File: src/hdl/cgs_ram.sv
//------------------------------------------------------------------------------
// cgs_ram
// Generic single-port RAM with registered read.
//------------------------------------------------------------------------------
module cgs_ram #(
	parameter int WIDTH = 8,
	parameter int DEPTH = 16
) (
	input  logic                     clk,
	input  logic                     we,
	input  logic [$clog2(DEPTH)-1:0] addr,
	input  logic [WIDTH-1:0]         wdata,
	output logic [WIDTH-1:0]         rdata
);
	logic [WIDTH-1:0] mem [DEPTH];

	always_ff @(posedge clk) begin
		if (we) begin
			mem[addr] <= wdata;
		end
		rdata <= mem[addr];
	end
endmodule

File: config.mk
export PLATFORM = sky130hd
export DESIGN_NAME = cgs_ram
export DESIGN_NICKNAME = d
export VERILOG_FILES = /design/src/hdl/cgs_ram.sv
export SDC_FILE = /design/constraint.sdc
export NUM_CORES = 1
export LEC_CHECK = 0
export ABC_AREA = 1
export BUFFER_PORTS_ARGS = -buffer_cell sky130_fd_sc_hd__buf_4
export CAP_MARGIN = 15
export CORE_UTILIZATION = 30
export DETAILED_ROUTE_END_ITERATION = 7
export GPL_TIMING_DRIVEN = 0
export PLACE_DENSITY = 0.44
export SETUP_SLACK_MARGIN = 0.2
export SYNTH_ARGS = -nofsm -noshare
export SYNTH_HDL_FRONTEND = slang
export SYNTH_SLANG_ARGS = --single-unit
File: constraint.sdc
create_clock -name clk -period 4.24 [get_ports clk]
set_clock_uncertainty 0.2 [all_clocks]
set_input_delay 0.424 -clock clk [delete_from_list [all_inputs] [get_ports clk]]
set_output_delay 0.424 -clock clk [all_outputs]
set_load 0.01 [all_outputs]
* Word level (Yosys, flattened, before mapping) *
Memory sizes are Yosys's and may differ from the RTL's. A register that Yosys moved wholly into a read port is not among the register bits.
Index checks and enable logic that the tools add are counted.

word-level totals
  flip-flop bits (word level) = 0
  bits in latches = 0
  bits of input ports = 14
  memories kept = 1
  memory bits (read-only) = 0
  output and inout port bits = 8
  RAM bits = 128

operators by class
  $mul = 0
  eq/ne operators = 0
  divide/modulo/power cells = 0
  $add $sub $neg = 0
  reduce and logical (&&, ||, !) cells = 0
  shift operators = 0
  bitwise gates (word level) = 0
  multiplexer cells = 2
  order comparisons = 0

memory list
  name  depth  width  rd ports  clocked after memory_dff  write ports  line  RTL
  mem   16     8      1         1                         1            15    logic [WIDTH-1:0] mem [DEPTH];

operators by type and width
  operator  number
  $mux W1   2

* Depth between registers and ports, before layout *
  word-level depth = 2
  gate-level depth with buffers = 11
  mapped depth without buffers = 9

* Worst setup path before layout *
OpenSTA, ideal clock, no wires.

  kind = input port to flip-flop
  from = input addr[1]
  to = memory mem[3][0] (enable)
  arrival = 1.431 ns
  setup slack = 2.239 ns
  stages on the path = 4
  setup time = 0.370 ns
  path buffers = 2
  path through = buf_2 -> clkbuf_1 -> nand3_1 -> nor2_1

RTL lines
  item             line  RTL
  start, declared  11    input logic [$clog2(DEPTH)-1:0] addr,
  end, declared    15

No word-level cell before the write port.

* Worst setup path in the final report *
  from = input addr[1]
  to = memory mem[10][1] (enable)

No word-level cell before the write port.

==> impl_table.tex <==
\begin{tabular}{lr}
\hline
Metric & Value \\
\hline
\multicolumn{2}{l}{\textbf{Outcome}} \\
Status & finished with violations \\
Failing checks & design-rule violations \\
\multicolumn{2}{l}{\textbf{STA}} \\
Worst Setup Slack, final & 1.94 ns \\
Unrepaired setup endpoints after global routing & false \\
Final period demand of the worst path & 2.30 ns \\
Upper clock frequency limit & 435 MHz \\
Final Hold Viols & 0 \\
Count of final max-slew check failures & 0 \\
Number of endpoints failing setup at the final stage & 0 \\
Final setup TNS & 0 ns \\
Post-route fraction of the period consumed by the critical path & 54.3\% \\
Relative slew margins & 43.5\% \\
Tightest Pin Transition & 0.845 ns \\
\multicolumn{2}{l}{\textbf{Critical path}} \\
Arrival time at the worst endpoint & 2.15 ns \\
Worst-case reg-to-reg path depth & 8 \\
CP Max Fanout & 10 \\
Cell breakdown of the critical path & buf\_2 -> clkbuf\_1 -> nand3\_1 -> nor2\_1 \\
Reg-to-reg setup timing slack & 3.00 ns \\
Critical path class & input port to register \\
Required time worst endpoint & 4.09 ns \\
Largest stage delay on the critical path & 0.74 ns \\
Crit path launch type & input port \\
Slowest cell on crit path & sky130\_fd\_sc\_hd\_\_nor2\_1 \\
Element type at the critical path end & register \\
\multicolumn{2}{l}{\textbf{Global routing}} \\
Initial antenna violation count & 0 \\
Overall fraction of global-route tracks in use & 15.9\% \\
Global route total overflow & 0 \\
Vias in the first global route & 3773 \\
First-pass GRT wire length & 21.8 mm \\
Largest net degree at the start of global routing & 17 \\
\multicolumn{2}{l}{\textbf{Final layout}} \\
Fraction of final layout cells with drive strength greater than 1 & 11.2\% \\
Area growth, synth to finish & 19.4\% \\
Fill cell instance count of the final layout & 1806 \\
Seq. cell area & 4000 µm² \\
ANT cells & 0 \\
Share of the core filled with cells in the final layout & 36.8\% \\
Multi-input logic area & 1390 µm² \\
Most frequent cells in the layout & 346 x sky130\_fd\_sc\_hd\_\_nand2\_1, 128 x sky130\_fd\_sc\_hd\_\_edfxtp\_1, 26 x sky130\_fd\_sc\_hd\_\_buf\_4 \\
Most common cell after layout, fill and taps aside & sky130\_fd\_sc\_hd\_\_nand2\_1 \\
Net count reported at finish & 601 \\
\multicolumn{2}{l}{\textbf{Clock network}} \\
Clk sink count & 136 \\
Quantity of hold-fixing buffers added after cts & 0 \\
Clock tree from TritonCTS & built \\
Clk root buf & sky130\_fd\_sc\_hd\_\_clkbuf\_16 \\
Post-CTS Setup Bufs & 0 \\
Clock-pin slew on the worst setup and hold paths & 0.06 ns \\
Worst-case clock buffer depth & 2 \\
Clock buffers created by TritonCTS & 17 \\
H-tree lvl count & 4 \\
Clock insertion delay at the later pin of the skew report & 0.42 ns \\
Post-cts gate resize count & 0 \\
\multicolumn{2}{l}{\textbf{Floorplan}} \\
Starting density of the core & 30.8\% \\
Die extent in x & 139 µm \\
Area of the placeable core & 18100 µm² \\
Full die area & 19200 µm² \\
FP Rows & 49 \\
Number of primary I/O pins & 22 \\
Die span in y & 139 µm \\
\multicolumn{2}{l}{\textbf{Synthesis}} \\
Fraction of synthesized cell area taken by the top area cell type & 68.7\% \\
Sequential area share after synthesis & 71.6\% \\
Dominant cell type by area after synthesis & sky130\_fd\_sc\_hd\_\_edfxtp\_1 \\
Top cells by area, synth & sky130\_fd\_sc\_hd\_\_edfxtp\_1 69\%, sky130\_fd\_sc\_hd\_\_nand2\_1 23\%, sky130\_fd\_sc\_hd\_\_dfxtp\_1 2.9\% \\
Synthesized netlist cell count & 548 \\
Distinct cell type count of the synthesized netlist & 11 \\
Cell area after synthesis & 5590 µm² \\
Synth Net Count & 562 \\
Mean area per synthesized cell & 10.2 µm² \\
Warnings, synthesis & 0 \\
Flops \& latches, synth & 136 \\
\multicolumn{2}{l}{\textbf{Placement}} \\
Worst setup slack before clock tree synthesis & 1.52 ns \\
HPWL after detailed placement & 9.06 mm \\
Port Buffer Count & 20 \\
Final estimated routing congestion in global placement & 0.810 \\
\multicolumn{2}{l}{\textbf{Detailed routing}} \\
Total wirelength of the detailed-routed design & 13.9 mm \\
Number of remaining DRC errors & 2 \\
Initial detailed-routing violation count & 263 \\
Via density & 4.40 \\
Final routed wire length divided by cell count & 16.8 µm \\
Count of nets left with antenna violations after detail routing & 0 \\
Total vias in the final route & 3647 \\
First-pass iteration count of the detailed router & 8 \\
\multicolumn{2}{l}{\textbf{Job}} \\
Number of maximum-capacitance violations & 0 \\
\multicolumn{2}{l}{\textbf{Power}} \\
Total chip power & 3330 µW \\
Total power per unit cell area & 499 nW/µm² \\
Static leakage power & 0.00283 µW \\
IR Drop Worst-Case VDD & 0.283 mV \\
\multicolumn{2}{l}{\textbf{Min path}} \\
Kind of path behind the tightest hold check & input port to register \\
Number of instances on the worst hold path & 1 \\
\hline
\end{tabular}
-- per-stage QoR --
stage          hold slack (ns)  area, µm²  cells
2_1_floorplan            0.323       5590    548
3_3_place_gp             0.522       6030    797
3_5_place_dp             0.529       6030    797
4_1_cts                  0.168       6680    829
5_1_grt                  0.178       6680    829
6_report                 0.169       6680    829
-- final timing paths --
path	start	to
max reg2reg	mem[1][2]	rdata[2]
min	wdata[6]	mem[1][6]
max	addr[1]	mem[10][1]
min reg2reg	mem[4][6]	rdata[6]
-- synthesized netlist by cell type --
master / instances
sky130_fd_sc_hd__dfxtp_1: 8
sky130_fd_sc_hd__nand2_1: 346
sky130_fd_sc_hd__edfxtp_1: 128
sky130_fd_sc_hd__buf_4: 6
sky130_fd_sc_hd__inv_2: 1
sky130_fd_sc_hd__nor2_1: 18
sky130_fd_sc_hd__clkbuf_1: 3
sky130_fd_sc_hd__buf_2: 12
sky130_fd_sc_hd__clkinv_1: 1
sky130_fd_sc_hd__nand3_1: 4
sky130_fd_sc_hd__inv_1: 21
-- registers in the layout (all words and copies together), names as in the netlist --
name   count
rdata      8
mem      128
-- routing by layer --
layer | global-route usage, % | vias to the layer above | wire length (µm) | part of all wire (%)
met5 | 0 | - | 0 | 0
met1 | 20.0 | 1690 | 6380 | 46
met3 | 3.83 | 23 | 580 | 4.2
li1 | - | 1829 | - | -
met4 | 7.39 | 0 | 325 | 2.3
met2 | 26.0 | 105 | 6660 | 48
-- final cells by class --
type                       count  share of cell area, %
tap                          229                   4.29
timing repair buffer          20                   2.25
buffer                        21                   1.74
inverter                      23                   1.29
sequential                   136                   59.9
clock inverter                 8                   2.51
clock buffer                  24                   7.21
multi-input combinational    368                   20.8
-- where the power goes --
part           internal (µW)  leakage, µW  switching [µW]
combinational           59.5      0.00129             142
clock                   1090     0.000314             534
sequential              1500      0.00122            7.60
-- critical path: cells and delay by family --
family / cells / cell delay, ns
and+or+nand+nor: 2 / 1.10
buffers and inverters: 2 / 0.62
-- kinds of logic (layout without fill, tap and decap cells) --
kind of cell | count (synthesis) | after routing | share of synthesized area [%]
buffers and inverters | 44 | 96 | 3.62
flip-flops | 136 | 136 | 71.6
AND/OR/NAND/NOR | 368 | 368 | 24.8
(Power assumes the default switching activity.)
